File: config.mk
export PLATFORM = sky130hd
export DESIGN_NAME = multi_client_watchdog_table
export DESIGN_NICKNAME = d
export VERILOG_FILES = /design/src/rtl/mcwt_pkg.sv /design/src/rtl/multi_client_watchdog_table.sv /design/src/rtl/mcwt_cell.sv
export SDC_FILE = /design/constraint.sdc
export NUM_CORES = 1
export LEC_CHECK = 0
export BUFFER_PORTS_ARGS = -buffer_cell sky130_fd_sc_hd__buf_4
export CORE_MARGIN = 10
export CORE_UTILIZATION = 55
export DETAILED_ROUTE_END_ITERATION = 8
export MAX_ROUTING_LAYER = met4
export PLACE_DENSITY = 0.83
export SYNTH_ARGS = -nofsm -noshare
export SYNTH_HDL_FRONTEND = slang
export SYNTH_HIERARCHICAL = 1
export SYNTH_SLANG_ARGS = --single-unit
File: constraint.sdc
create_clock -name clk -period 7.98 [get_ports clk]
set_input_delay 1.197 -clock clk [delete_from_list [all_inputs] [get_ports clk]]
set_output_delay 1.197 -clock clk [all_outputs]
set_load 0.05 [all_outputs]
File: src/rtl/mcwt_pkg.sv
package mcwt_pkg;

  // default sizing
  localparam int SLOTS_DEF      = 8;
  localparam int COUNT_BITS_DEF = 16;

  // fixed field widths
  localparam int MODE_W = 3;
  localparam int ID_W   = 4;
  localparam int TMO_W  = 16;

  // operation codes
  typedef enum logic [MODE_W-1:0] {
    MODE_REG   = 3'd0,
    MODE_KICK  = 3'd1,
    MODE_START = 3'd2,
    MODE_STOP  = 3'd3,
    MODE_TICK  = 3'd4
  } mode_t;

  // result fields of one word
  typedef struct packed {
    logic            ok;
    logic [ID_W-1:0] assigned;
    logic            reboot;
    logic [ID_W-1:0] expired;
  } res_t;

  // token that walks the chain of slot cells
  typedef struct packed {
    logic            valid;
    mode_t           mode;
    logic [ID_W-1:0] id;
    logic            done;
    res_t            res;
  } tok_t;

endpackage

File: src/rtl/multi_client_watchdog_table.sv
// Table of SLOTS software watchdog slots built as a row of slot cells. Each
// accepted word (register, kick, start, stop or tick) becomes a token that
// moves one cell per clock from slot 0 upward; every cell applies the
// operation to its own slot, so register takes the lowest free slot and tick
// stops at the first expired armed slot. A word's result passes from the last
// cell to the output register; while results are taken at once, the next word
// is taken in the cycle after the token leaves the row, so no new word is
// taken while a token is still in the row. Results go to
// an output register with a one-entry holding stage behind it; a stalled
// result waits there and holds off the next word until it moves into the
// output register. Claimed slots stay claimed until reset; timeouts wider
// than COUNT_BITS saturate.
module multi_client_watchdog_table #(
  parameter int SLOTS      = mcwt_pkg::SLOTS_DEF,
  parameter int COUNT_BITS = mcwt_pkg::COUNT_BITS_DEF
) (
  input  logic                          clk,
  input  logic                          rst,
  input  logic                          in_valid,
  output logic                          in_ready,
  input  logic [mcwt_pkg::MODE_W-1:0]   mode,
  input  logic [mcwt_pkg::ID_W-1:0]     client_id,
  input  logic [mcwt_pkg::TMO_W-1:0]    timeout_secs,
  output logic                          out_valid,
  input  logic                          out_ready,
  output logic                          ok,
  output logic [mcwt_pkg::ID_W-1:0]     assigned_id,
  output logic                          reboot,
  output logic [mcwt_pkg::ID_W-1:0]     expired_id
);

  localparam logic [31:0] COUNT_MAX =
    (COUNT_BITS >= 32) ? 32'hFFFF_FFFF : 32'((64'd1 << COUNT_BITS) - 64'd1);

  mcwt_pkg::tok_t        tok [SLOTS+1];
  logic [COUNT_BITS-1:0] cnt [SLOTS+1];

  logic                  busy;
  logic                  accept;
  logic                  out_free;
  logic                  hold_valid;
  mcwt_pkg::res_t        hold;
  mcwt_pkg::res_t        res;
  logic [31:0]           tmo_wide;

  assign in_ready = !busy;
  assign accept   = in_valid && in_ready;
  assign out_free = !out_valid || out_ready;
  assign tmo_wide = 32'(timeout_secs);

  // token entering the row
  always_comb begin
    tok[0].valid = accept;
    tok[0].mode  = mcwt_pkg::mode_t'(mode);
    tok[0].id    = client_id;
    tok[0].done  = 1'b0;
    tok[0].res   = '0;
    cnt[0]       = COUNT_BITS'((tmo_wide > COUNT_MAX) ? COUNT_MAX : tmo_wide);
  end

  // row of slot cells
  for (genvar s = 0; s < SLOTS; s++) begin : g_cell
    mcwt_cell #(
      .SLOT       (s),
      .SLOTS      (SLOTS),
      .COUNT_BITS (COUNT_BITS)
    ) u_cell (
      .clk     (clk),
      .rst     (rst),
      .tok_in  (tok[s]),
      .cnt_in  (cnt[s]),
      .tok_out (tok[s+1]),
      .cnt_out (cnt[s+1])
    );
  end

  // busy, output and holding stage control
  always_ff @(posedge clk) begin
    if (rst) begin
      busy       <= 1'b0;
      out_valid  <= 1'b0;
      hold_valid <= 1'b0;
    end else begin
      if (accept) begin
        busy <= 1'b1;
      end
      if (tok[SLOTS].valid) begin
        if (out_free) begin
          out_valid <= 1'b1;
          busy      <= 1'b0;
        end else begin
          hold_valid <= 1'b1;
        end
      end else if (hold_valid && out_free) begin
        out_valid  <= 1'b1;
        hold_valid <= 1'b0;
        busy       <= 1'b0;
      end else if (out_ready) begin
        out_valid <= 1'b0;
      end
    end
  end

  // result payload
  always_ff @(posedge clk) begin
    if (tok[SLOTS].valid) begin
      if (out_free) begin
        res <= tok[SLOTS].res;
      end else begin
        hold <= tok[SLOTS].res;
      end
    end else if (hold_valid && out_free) begin
      res <= hold;
    end
  end

  assign ok          = res.ok;
  assign assigned_id = res.assigned;
  assign reboot      = res.reboot;
  assign expired_id  = res.expired;

endmodule

File: src/rtl/mcwt_cell.sv
module mcwt_cell #(
  parameter int SLOT       = 0,
  parameter int SLOTS      = mcwt_pkg::SLOTS_DEF,
  parameter int COUNT_BITS = mcwt_pkg::COUNT_BITS_DEF
) (
  input  logic                  clk,
  input  logic                  rst,
  input  mcwt_pkg::tok_t        tok_in,
  input  logic [COUNT_BITS-1:0] cnt_in,
  output mcwt_pkg::tok_t        tok_out,
  output logic [COUNT_BITS-1:0] cnt_out
);

  localparam int IDX_W = $clog2(SLOTS + 2);
  localparam logic [IDX_W-1:0] MY_ID = IDX_W'(SLOT + 1);
  localparam logic [mcwt_pkg::ID_W-1:0] MY_ID_OUT = mcwt_pkg::ID_W'(SLOT + 1);

  // slot state
  logic                  used;
  logic                  armed;
  logic [COUNT_BITS-1:0] timeout;
  logic [COUNT_BITS-1:0] remaining;

  logic                  used_next;
  logic                  armed_next;
  logic [COUNT_BITS-1:0] timeout_next;
  logic [COUNT_BITS-1:0] remaining_next;
  mcwt_pkg::tok_t        tok_next;
  logic                  id_hit;

  // id match against this slot, zero never matches
  always_comb begin
    if (IDX_W >= mcwt_pkg::ID_W) begin
      id_hit = (IDX_W'(tok_in.id) == MY_ID) && used;
    end else begin
      id_hit = (tok_in.id == mcwt_pkg::ID_W'(MY_ID)) && used;
    end
  end

  // operation on this slot as the token passes
  always_comb begin
    used_next      = used;
    armed_next     = armed;
    timeout_next   = timeout;
    remaining_next = remaining;
    tok_next       = tok_in;
    if (tok_in.valid) begin
      case (tok_in.mode)
        mcwt_pkg::MODE_REG: begin
          if (!tok_in.done && !used) begin
            used_next             = 1'b1;
            timeout_next          = cnt_in;
            remaining_next        = cnt_in;
            tok_next.done         = 1'b1;
            tok_next.res.ok       = 1'b1;
            tok_next.res.assigned = MY_ID_OUT;
          end
        end
        mcwt_pkg::MODE_KICK: begin
          if (id_hit) begin
            remaining_next  = timeout;
            tok_next.res.ok = 1'b1;
          end
        end
        mcwt_pkg::MODE_START: begin
          if (id_hit) begin
            remaining_next  = timeout;
            armed_next      = 1'b1;
            tok_next.res.ok = 1'b1;
          end
        end
        mcwt_pkg::MODE_STOP: begin
          if (id_hit) begin
            armed_next      = 1'b0;
            tok_next.res.ok = 1'b1;
          end
        end
        mcwt_pkg::MODE_TICK: begin
          if (!tok_in.done && used && armed) begin
            if (remaining <= COUNT_BITS'(1)) begin
              tok_next.done        = 1'b1;
              tok_next.res.reboot  = 1'b1;
              tok_next.res.expired = MY_ID_OUT;
            end else begin
              remaining_next = remaining - COUNT_BITS'(1);
            end
          end
        end
        default: begin
        end
      endcase
    end
  end

  // control state, counts and token hand-off
  always_ff @(posedge clk) begin
    if (rst) begin
      used          <= 1'b0;
      armed         <= 1'b0;
      tok_out.valid <= 1'b0;
    end else begin
      used          <= used_next;
      armed         <= armed_next;
      tok_out.valid <= tok_next.valid;
    end
    timeout      <= timeout_next;
    remaining    <= remaining_next;
    tok_out.mode <= tok_next.mode;
    tok_out.id   <= tok_next.id;
    tok_out.done <= tok_next.done;
    tok_out.res  <= tok_next.res;
    cnt_out      <= cnt_in;
  end

endmodule
# ---- After elaboration in Yosys (flattened, before gate mapping)
# Cells that the tools add are included.
dict set report word_totals {
  register_bits 551
  input_bits 27
  output_inout_bits 12
  wordCells 501
}
dict set report classes {
  n_addsub 8
  order_cmp 9
  eq_ne 90
  muxes 160
  bitwise 2
  reduce_logical 121
}
# op count
set ops {}
lappend ops {{two-way mux 16 bit} 33}
lappend ops {{one-hot mux 16 bit (3 select lines)} 8}
lappend ops {{<= comparator 16 x 1 -> 1 bit, second input constant} 8}
lappend ops {{subtractor 16 x 1 -> 16 bit, second input constant} 8}
lappend ops {{two-way mux 5 bit} 23}
lappend ops {{inequality test 2 x 1 -> 1 bit, second input constant} 39}
lappend ops {{two-way mux 11 bit} 6}
lappend ops {{two-way mux 1 bit} 49}
lappend ops {{== test 3 x 2 -> 1 bit, second input constant} 16}
lappend ops {{AND reduction 6 bit} 8}
lappend ops {{one-hot mux 1 bit (2 select lines)} 23}
lappend ops {{two-way mux 6 bit} 7}
lappend ops {{two-way mux 10 bit} 4}
lappend ops {{logical AND 1 bit} 32}
lappend ops {{AND reduction 4 bit} 8}
lappend ops {{two-way mux 4 bit} 7}
lappend ops {{AND reduction 3 bit} 9}
lappend ops {{nonzero test 3 bit} 9}
lappend ops {{== test 3 x 1 -> 1 bit, second input constant} 8}
lappend ops {{== test 3 bit, second input constant} 8}
lappend ops {{zero test 3 bit} 8}
lappend ops {{OR reduction 3 bit} 8}
lappend ops {{inequality test 2 bit, second input constant} 11}
lappend ops {{nonzero test 2 bit} 9}
lappend ops {{10 further kinds} 41}

# ---- Longest topological paths before layout
# Gate-level depths: netlist of the first run.
dict set report depth {
  depth_word 6
  depth_mapped 7
  mapped_depth_nobuf 6
}

# ---- Modules after synthesis
# The synthesis of the first run kept the hierarchy.
# module instances cells_per_inst area_per_inst_um2 seq_area_each_um2
set modules_own_cells {}
lappend modules_own_cells {{mcwt_cell at g_cell[0].u_cell ...} 3 188 2519.9 1701.6}
lappend modules_own_cells {{mcwt_cell at g_cell[4].u_cell ...} 2 184 2496.1 1701.6}
lappend modules_own_cells {{mcwt_cell at g_cell[7].u_cell} 1 196 2544.9 1701.6}
lappend modules_own_cells {{mcwt_cell at g_cell[6].u_cell} 1 190 2506.2 1701.6}
lappend modules_own_cells {{mcwt_cell at g_cell[2].u_cell} 1 184 2491.1 1701.6}
lappend modules_own_cells {multi_client_watchdog_table 1 48 883.3 660.6}

# ---- Worst setup path after synthesis of the first run
# Ideal clock, no wire load.
dict set report synth_timing {
  kind {input -> register}
  from {input port mode[0] (netlist bit)}
  to {register g_cell[0].u_cell.remaining[0], enable pin}
  setup_time_ns 0.417
  t_arrival_ns 3.134
  required_time_ns 7.563
  setup_slack_ns 4.429
  stages 5
  n_path_buf 1
  cell_sequence {xor2_1 -> and2_1 -> clkbuf_1 -> nand2_1 -> a221oi_1}
}
dict set report synth_via {
  elab_chain_len 4
  word_cells_on_any_way 11
  classes_between {7 x eq/ne; 4 x reduce/logical}
}
# element line_no
set synth_lines {}
lappend synth_lines {{from (decl)} multi_client_watchdog_table.sv:21} ;# input logic [mcwt_pkg::MODE_W-1:0] mode,
lappend synth_lines {{== test 3 x 1 -> 1 bit / == test 3 x 2 -> 1 bit (equally long branches)} mcwt_cell.sv:48} ;# case (tok_in.mode)
lappend synth_lines {{OR reduction 2 bit (no line)} n/a}
lappend synth_lines {{inequality test 2 x 1 -> 1 bit (no line) / nonzero test 3 bit (equally long branches)} n/a}
lappend synth_lines {{AND reduction 6 bit (no line) *} n/a}
lappend synth_lines {{to (signal assigned)} mcwt_cell.sv:107} ;# remaining <= remaining_next;
lappend synth_lines {{to (decl)} mcwt_cell.sv:22} ;# logic [COUNT_BITS-1:0] remaining;
# Mark *: on every way between the ends. The rest lies on a longest branch, timed or not.
# A chain may end at the register's enable or synchronous reset.

# ---- Final worst setup path of the first run
dict set report layout_timing {
  from {register g_cell[6].u_cell/tok_out[15] (netlist bit)}
  to {register g_cell[7].u_cell.remaining[7], enable pin}
}
dict set report layout_via {
  elab_chain_len 4
  word_cells_on_any_way 11
  classes_between {7 x eq/ne; 4 x reduce/logical}
}
# element line_no
set layout_lines {}
lappend layout_lines {{from (decl)} mcwt_cell.sv:10} ;# output mcwt_pkg::tok_t tok_out,
lappend layout_lines {{== test 3 x 1 -> 1 bit / == test 3 x 2 -> 1 bit (equally long branches)} mcwt_cell.sv:48}
lappend layout_lines {{OR reduction 2 bit (no line)} n/a}
lappend layout_lines {{inequality test 2 x 1 -> 1 bit (no line) / nonzero test 3 bit (equally long branches)} n/a}
lappend layout_lines {{AND reduction 6 bit (no line) *} n/a}
lappend layout_lines {{to (signal assigned)} mcwt_cell.sv:107}
lappend layout_lines {{to (decl)} mcwt_cell.sv:22}
# Marked as above.

==> results of run 1 <==
[power breakdown]
| group | switching [W] | internal, W |
|---|---|---|
| combinational | 0.000120 | 0.0000885 |
| clock | 0.000977 | 0.00140 |
| sequential | 0.0000552 | 0.00306 |
[worst paths after layout]
check / slack (ps) / endpoint / cells after the start / from
max: 5130 / g_cell[7].u_cell/remaining[7]$_DFFE_PP_ / 4 / g_cell[6].u_cell/tok_out[15]$_DFF_P_
max reg2reg: 5130 / g_cell[7].u_cell/remaining[7]$_DFFE_PP_ / 4 / g_cell[6].u_cell/tok_out[15]$_DFF_P_
min reg2reg: 340 / g_cell[5].u_cell/tok_out[14]$_DFF_P_ / 0 / g_cell[4].u_cell/tok_out[14]$_DFF_P_
min: 340 / g_cell[5].u_cell/tok_out[14]$_DFF_P_ / 0 / g_cell[4].u_cell/tok_out[14]$_DFF_P_
[state kept, by name, summed over array words and instances, names as in the netlist, 4 cells and up]
signal and flops:
g_cell.u_cell/remaining 128, g_cell.u_cell/cnt_out 112, hold 10, assigned_id 4
expired_id 4, g_cell.u_cell/tok_out 144, g_cell.u_cell/used 8, g_cell.u_cell/timeout 128
g_cell.u_cell/armed 8
[per-layer routing]
| metal | global-route usage | part of all wire | wire, um | vias up |
|---|---|---|---|---|
| met2 | 0.319 | 0.52 | 20900 | 378 |
| met5 | - | 0 | 0 | - |
| met1 | 0.210 | 0.41 | 16300 | 6054 |
| met4 | 0.0537 | 0.023 | 913 | 0 |
| met3 | 0.0262 | 0.045 | 1780 | 79 |
| li1 | - | - | - | 5846 |
[stage by stage]
step | util | setup slack [ps] | cell area [um2] | instances
floorplan | - | 4430 | 20500 | 1536
global placement | 0.582 | 4950 | 21400 | 2018
detailed placement | 0.582 | 4880 | 21400 | 2018
CTS | 0.628 | 5120 | 23000 | 2111
global route | 0.628 | 4910 | 23000 | 2111
finish | 0.628 | 5130 | 23000 | 2111
[final cells by class]
cell class                 count  area [um2]
sequential                   551       13800
fill                        2530       13700
multi-input combinational    906        6460
clock buffer                  78        1520
tap                          468         586
timing repair buffer          48         360
inverter                      45         169
clock inverter                15         153
==> reports/summary.txt, run 1 <==
most frequent cells in the layout: edfxtp_1, dfxtp_1, nor2_1
Critical Path Start Type: flip-flop
most common cell after layout, fill and taps aside: edfxtp_1
GR Util All Layers: 0.181
Crit path required time: 8150 ps
Total Die Area: 45,400 um2
post-synthesis instance total: 1,524
Critical path buffers and inverters: 0
first-pass detailed-route iteration total: 5
FP Rows: 70
CTS tree: built
PortBufs: 38
Mapped Area: 20,500 um2
Crit path max-delay family: simple AND/OR/NAND/NOR gates
initial antenna violation count: 0
Crit Path Max Fanout: 17
die height: 213 um
synthesis-to-layout area growth: 12.4%
share of layout cells above drive strength 1: 0.144
Num Clock Sinks: 551
min Tclk post-route: 2850 ps
Worst setup EP type: flip-flop
routed length per instance: 18.9 um
status: complete, no violations
Crit-path slowest cell: nor3b_2
antenna viol nets, final: 0
largest net degree at the start of global routing: 28
syn_area_per_cell: 13.4 um2
Max stage delay on crit path: 1060 ps
VDD IR max: 0.000198 V
postcts setup bufs: 0
Total Nets Final: 1,645
Clock transition at path regs: 70 ps
Core Area: 36,700 um2
number of H-tree levels: 2
Die X: 213 um
setup TNS: 0 ps
Final Hold Viols: 0
drt first-iter violations: 967
total CTS buffers: 50
# diodes: 0
RSZ-0062 raised after global routing: false
# IOs: 39
Placer Congestion: 0.903
final hold slack: 342 ps
Max Slew Vio Count: 0
vias per inst: 5.85
Clock Skew: 9.74 ps
CP arrival: 3020 ps
HP Class: flip-flop to flip-flop
Cell Chain, Critical Path: xor2_1 -> and2_1 -> a31oi_1 -> nor3b_2
clock latency on the worst-skew pair: 560 ps
drt total wl: 39,900 um
Longest Clk Path Bufs: 3
leakage: 8.12 nW
Worst slew margin: 0.138
vias in the first global route: 12,500
Root Driver: clkbuf_16
via count: 12,400
Total Power: 0.00570 W
DP Wirelength: 27,100 um
post_cts resized: 0
Achievable Freq: 351 MHz
Max Cap Violations: 0
first-pass GRT wire length: 65,300 um
final setup vio count: 0
initial core utilization: 0.558
Least-Margin Pin Slew: 1290 ps
Power Dens Cells: 248 nW/um2
critical setup path kind: flip-flop to flip-flop
post-route DRC violation count: 0
total grt overflow: 0
Synth Warn #: 6
hold-fix buffers at CTS: 0
Final Cycle Share: 0.357
No activity file was read; power rests on OpenSTA's default activity.
==> run 2: changes to the inputs <==
--- a/config.mk
+++ b/config.mk
@@ -10,7 +10,7 @@
 export CORE_UTILIZATION = 55
 export DETAILED_ROUTE_END_ITERATION = 8
 export MAX_ROUTING_LAYER = met4
-export PLACE_DENSITY = 0.83
+export PLACE_DENSITY = 0.86
 export SYNTH_ARGS = -nofsm -noshare
 export SYNTH_HDL_FRONTEND = slang
 export SYNTH_HIERARCHICAL = 1
==> constraint.sdc (replaced) <==
create_clock -name clk -period 2.5 [get_ports clk]
set_input_delay 0.375 -clock clk [delete_from_list [all_inputs] [get_ports clk]]
set_output_delay 0.375 -clock clk [all_outputs]
set_load 0.05 [all_outputs]
==> reports/summary.txt, run 2 (synthesized netlist as in run 1, its figures left out) <==
hold path cells: 3
die height: 213 um
Largest register FFs: 144
Crit path required time: 2910 ps
final setup vio count: 0
post-route DRC violation count: 0
most common cell after layout, fill and taps aside: edfxtp_1
Num Clock Sinks: 551
FP Rows: 70
via count: 12,700
final hold slack: 101 ps
Crit Path Max Fanout: 16
Total Nets Final: 1,699
synthesis-to-layout area growth: 14.8%
number of H-tree levels: 2
CP arrival: 2720 ps
top flop regs: g_cell.u_cell/tok_out (144), g_cell.u_cell/remaining (128), g_cell.u_cell/timeout (128)
R2R cell count: 6
leakage: 8.37 nW
Longest Clk Path Bufs: 3
VDD IR max: 0.000733 V
routed length per instance: 19.1 um
# diodes: 0
final instance area: 23,500 um2
vias per inst: 5.86
status: complete, no violations
vias in the first global route: 12,900
Total Power: 0.0182 W
Placed Area: 21,600 um2
pre-CTS setup slack: 106 ps
Worst slew margin: 0.103
setup TNS: 0 ps
# IOs: 39
share of layout cells above drive strength 1: 0.159
CTS tree: built
Achievable Freq: 432 MHz
Clock Skew: 18.4 ps
total CTS buffers: 50
first-pass detailed-route iteration total: 6
Critical Path Start Type: input port
Power Dens Cells: 774 nW/um2
RSZ-0062 raised after global routing: false
Core Area: 36,700 um2
Final Hold Viols: 0
drt total wl: 41,400 um
min Tclk post-route: 2310 ps
postcts setup bufs: 0
Total Die Area: 45,400 um2
Final WS setup: 188 ps
Root Driver: clkbuf_16
Placer Congestion: 0.849
HP Class: input port to flip-flop
largest register by flop count: g_cell.u_cell/tok_out
Die X: 213 um
Least-Margin Pin Slew: 1350 ps
DP Wirelength: 27,200 um
critical setup path kind: input port to flip-flop
Final Cycle Share: 0.925
initial antenna violation count: 0
clock latency on the worst-skew pair: 570 ps
GR Util All Layers: 0.186
PortBufs: 38
total grt overflow: 0
largest net degree at the start of global routing: 28
Worst setup EP type: flip-flop
most frequent cells in the layout: edfxtp_1, dfxtp_1, nor2_1
antenna viol nets, final: 0
Clock transition at path regs: 60 ps
drt first-iter violations: 1,190
first-pass GRT wire length: 66,500 um
Max Slew Vio Count: 0
Max Cap Violations: 0
initial core utilization: 0.558
==> run 2: changes by cell type in the layout (fill, tap and decap cells not counted), sizes merged <==
cell | previous run | this run
bufinv | 3 | 0
dlygate4sd3 | 0 | 23
clkinv | 11 | 9
clkbuf | 78 | 83
buf | 48 | 79
==> run 2: path summary, 6_finish.rpt <==
kind / from / endpoint / slack (ps)
max: mode[0] / g_cell[0].u_cell/remaining[14]$_DFFE_PP_ / 190
min: in_valid / busy$_SDFF_PP0_ / 100
max reg2reg: g_cell[1].u_cell/remaining[0]$_DFFE_PP_ / g_cell[1].u_cell/remaining[14]$_DFFE_PP_ / 250
min reg2reg: g_cell[3].u_cell/tok_out[12]$_DFF_P_ / g_cell[4].u_cell/tok_out[12]$_DFF_P_ / 340
==> run 2: critical path, cell delays in order <==
cell and delay (ps):
dlygate4sd3_1 550, buf_4 160, xor2_1 160, a21oi_1 1040
a22oi_1 290, o21ai_2 140
==> run 2: repair_timing <==
| item | 4_1_cts | 5_1_grt |
|---|---|---|
| endpoints found under the setup margin | 0 | 32 |
| hold buffers | 23 | 0 |
| gates resized for setup | 0 | 2 |
| hold endpoints to repair | 25 | 0 |
==> run 2: power breakdown <==
part	internal [W]	leakage, nW	total [W]	switching (W)
logic	0.000328	2.75	0.000735	0.000407
clock network	0.00440	0.829	0.00754	0.00314
registers	0.00976	4.80	0.00993	0.000175
==> run 2: final cells by class <==
class                           count  area (um2)
Tap cell                          468         586
Fill cell                        2467       13200
Multi-Input combinational cell    906        6470
Clock inverter                     10        58.8
Inverter                           45         169
Clock buffer                       83        1610
Sequential cell                   551       13800
Timing Repair Buffer              102         823
==> run 2: per-layer routing <==
layer  global-route usage  vias up  wire length [um]
li1                     -     5951                 -
met5                    -        -                 0
met3               0.0299      100              2160
met1                0.208     6194             16300
met4               0.0655        0              1240
met2                0.330      436             21700
==> run 2: stage by stage <==
step	util	instances
floorplan	-	1536
global placement	0.589	2049
detailed placement	0.589	2049
CTS	0.640	2165
global route	0.641	2165
finish	0.641	2165
==> run 3: changes to the inputs <==
--- a/config.mk
+++ b/config.mk
@@ -7,10 +7,10 @@
 export LEC_CHECK = 0
 export BUFFER_PORTS_ARGS = -buffer_cell sky130_fd_sc_hd__buf_4
 export CORE_MARGIN = 10
-export CORE_UTILIZATION = 55
+export CORE_UTILIZATION = 56
 export DETAILED_ROUTE_END_ITERATION = 8
 export MAX_ROUTING_LAYER = met4
-export PLACE_DENSITY = 0.86
+export PLACE_DENSITY = 0.87
 export SYNTH_ARGS = -nofsm -noshare
 export SYNTH_HDL_FRONTEND = slang
 export SYNTH_HIERARCHICAL = 1
==> constraint.sdc (replaced) <==
create_clock -name clk -period 2.5 [get_ports clk]
set_input_delay 0.5 -clock clk [delete_from_list [all_inputs] [get_ports clk]]
set_output_delay 0.5 -clock clk [all_outputs]
set_load 0.05 [all_outputs]
==> reports/summary.txt, run 3 (synthesized netlist as in run 1, its figures left out) <==
Crit path required time: 2740 ps
number of H-tree levels: 2
Clock transition at path regs: 60 ps
leakage: 8.22 nW
drt first-iter violations: 1,005
hold-fix buffers at CTS: 0
largest register by flop count: g_cell.u_cell/tok_out
Achievable Freq: 410 MHz
Least-Margin Pin Slew: 1310 ps
most common cell after layout, fill and taps aside: edfxtp_1
total CTS buffers: 48
Worst setup EP type: flip-flop
largest net degree at the start of global routing: 28
setup TNS: 0 ps
Max stage delay on crit path: 510 ps
antenna viol nets, final: 0
DP Wirelength: 27,300 um
Crit Path Max Fanout: 16
GR Util All Layers: 0.184
Core Area: 35,800 um2
total grt overflow: 0
synthesis-to-layout area growth: 13.2%
initial core utilization: 0.572
flop-to-flop setup slack: 60 ps
Cell Chain, Critical Path: inv_1 -> ha_1 -> o21ai_0 -> o21ai_0 -> a211oi_2 -> buf_4
initial antenna violation count: 0
RSZ-0062 raised after global routing: false
most used cell, CP: o21ai_0
Placer Congestion: 0.831
Num Clock Sinks: 551
Non-Filler Instances: 2,127
Multi-input gate area: 6480 um2
vias in the first global route: 12,800
Clock Skew: 14.0 ps
Max Slew Vio Count: 0
Die X: 211 um
Final Hold Viols: 0
first-pass detailed-route iteration total: 5
final setup vio count: 0
VDD IR max: 0.000596 V
post-route DRC violation count: 0
sequential cell area: 13,800 um2
Longest Clk Path Bufs: 3
drt total wl: 40,300 um
Root Driver: clkbuf_16
Largest register FFs: 144
CTS tree: built
postcts setup bufs: 0
Inst Count DP: 2,041
Fillers: 2,393
sequential share of power: 0.555
most frequent cells in the layout: edfxtp_1, dfxtp_1, nor2_1
status: complete, no violations
# IOs: 39
PortBufs: 38
Crit path max-delay family: compound AO/OA/AOI/OAI gates
FP Rows: 69
critical setup path kind: flip-flop to flip-flop
post_cts resized: 0
top flop regs: g_cell.u_cell/tok_out (144), g_cell.u_cell/remaining (128), g_cell.u_cell/timeout (128)
Worst slew margin: 0.129
min Tclk post-route: 2440 ps
routed length per instance: 19.0 um
die height: 211 um
Critical path buffers and inverters: 2
Power Dens Cells: 772 nW/um2
internal power: 0.0143 W
Critical R2R Launch: g_cell[6].u_cell/remaining[0]$_DFFE_PP_
CP arrival: 2680 ps
Total Nets Final: 1,673
Max Cap Violations: 0
vias per inst: 5.87
Sw Share: 0.203
clock latency on the worst-skew pair: 560 ps
Crit-path slowest cell: o21ai_0
share of layout cells above drive strength 1: 0.157
Clock power frac: 0.406
Critical Path Start Type: flip-flop
Total Die Area: 44,600 um2
via count: 12,500
hold_sp: client_id[1]
Comb power frac: 0.039
Final Cycle Share: 0.976
HP Class: input port to flip-flop
# diodes: 0
first-pass GRT wire length: 65,900 um
Critical Path Source: g_cell[6].u_cell/remaining[0]$_DFFE_PP_
reported net switching power: 0.00363 W
-- run 3: stage by stage --
stage                     power (W)   util  area, um2  hold WS (ps)  setup slack [ps]
after global routing         0.0185  0.647      23200          49.4              3.23
after CTS                    0.0180  0.646      23200          43.5              98.1
final                        0.0179  0.647      23200          57.8              60.6
after global placement       0.0107  0.602      21600           327               259
after floorplan              0.0105      -      20600           322               167
after detailed placement     0.0108  0.602      21600           332               112
-- run 3: final timing paths --
kind         cells past startpoint                                      end
max reg2reg                      6  g_cell[6].u_cell/remaining[5]$_DFFE_PP_
max                              6  g_cell[6].u_cell/remaining[5]$_DFFE_PP_
min                              1     g_cell[0].u_cell/tok_out[12]$_DFF_P_
min reg2reg                      0     g_cell[6].u_cell/tok_out[14]$_DFF_P_
-- run 3: power by group through the flow --
stage / clock [W] / sequential [W] / combinational (W)
3_3_place_gp: 0 / 0.0101 / 0.000637
2_1_floorplan: 0 / 0.0100 / 0.000475
6_report: 0.00728 / 0.00993 / 0.000696
5_1_grt: 0.00774 / 0.00996 / 0.000764
4_1_cts: 0.00737 / 0.00993 / 0.000686
3_5_place_dp: 0 / 0.0101 / 0.000676
-- run 3: cell type report --
class / instances / share of cell area
Clock inverter: 9 / 0.00345
Sequential cell: 551 / 0.595
Multi-Input combinational cell: 906 / 0.280
Inverter: 45 / 0.00729
Clock buffer: 77 / 0.0647
Timing Repair Buffer: 78 / 0.0253
Tap cell: 461 / 0.0249
-- run 3: per-layer routing --
metal  track usage  part of all wire  wire length (um)
met1         0.216              0.41             16700
met2         0.326              0.52             21100
met3        0.0240             0.043              1720
met4        0.0519             0.021               850
met5             -                 0                 0
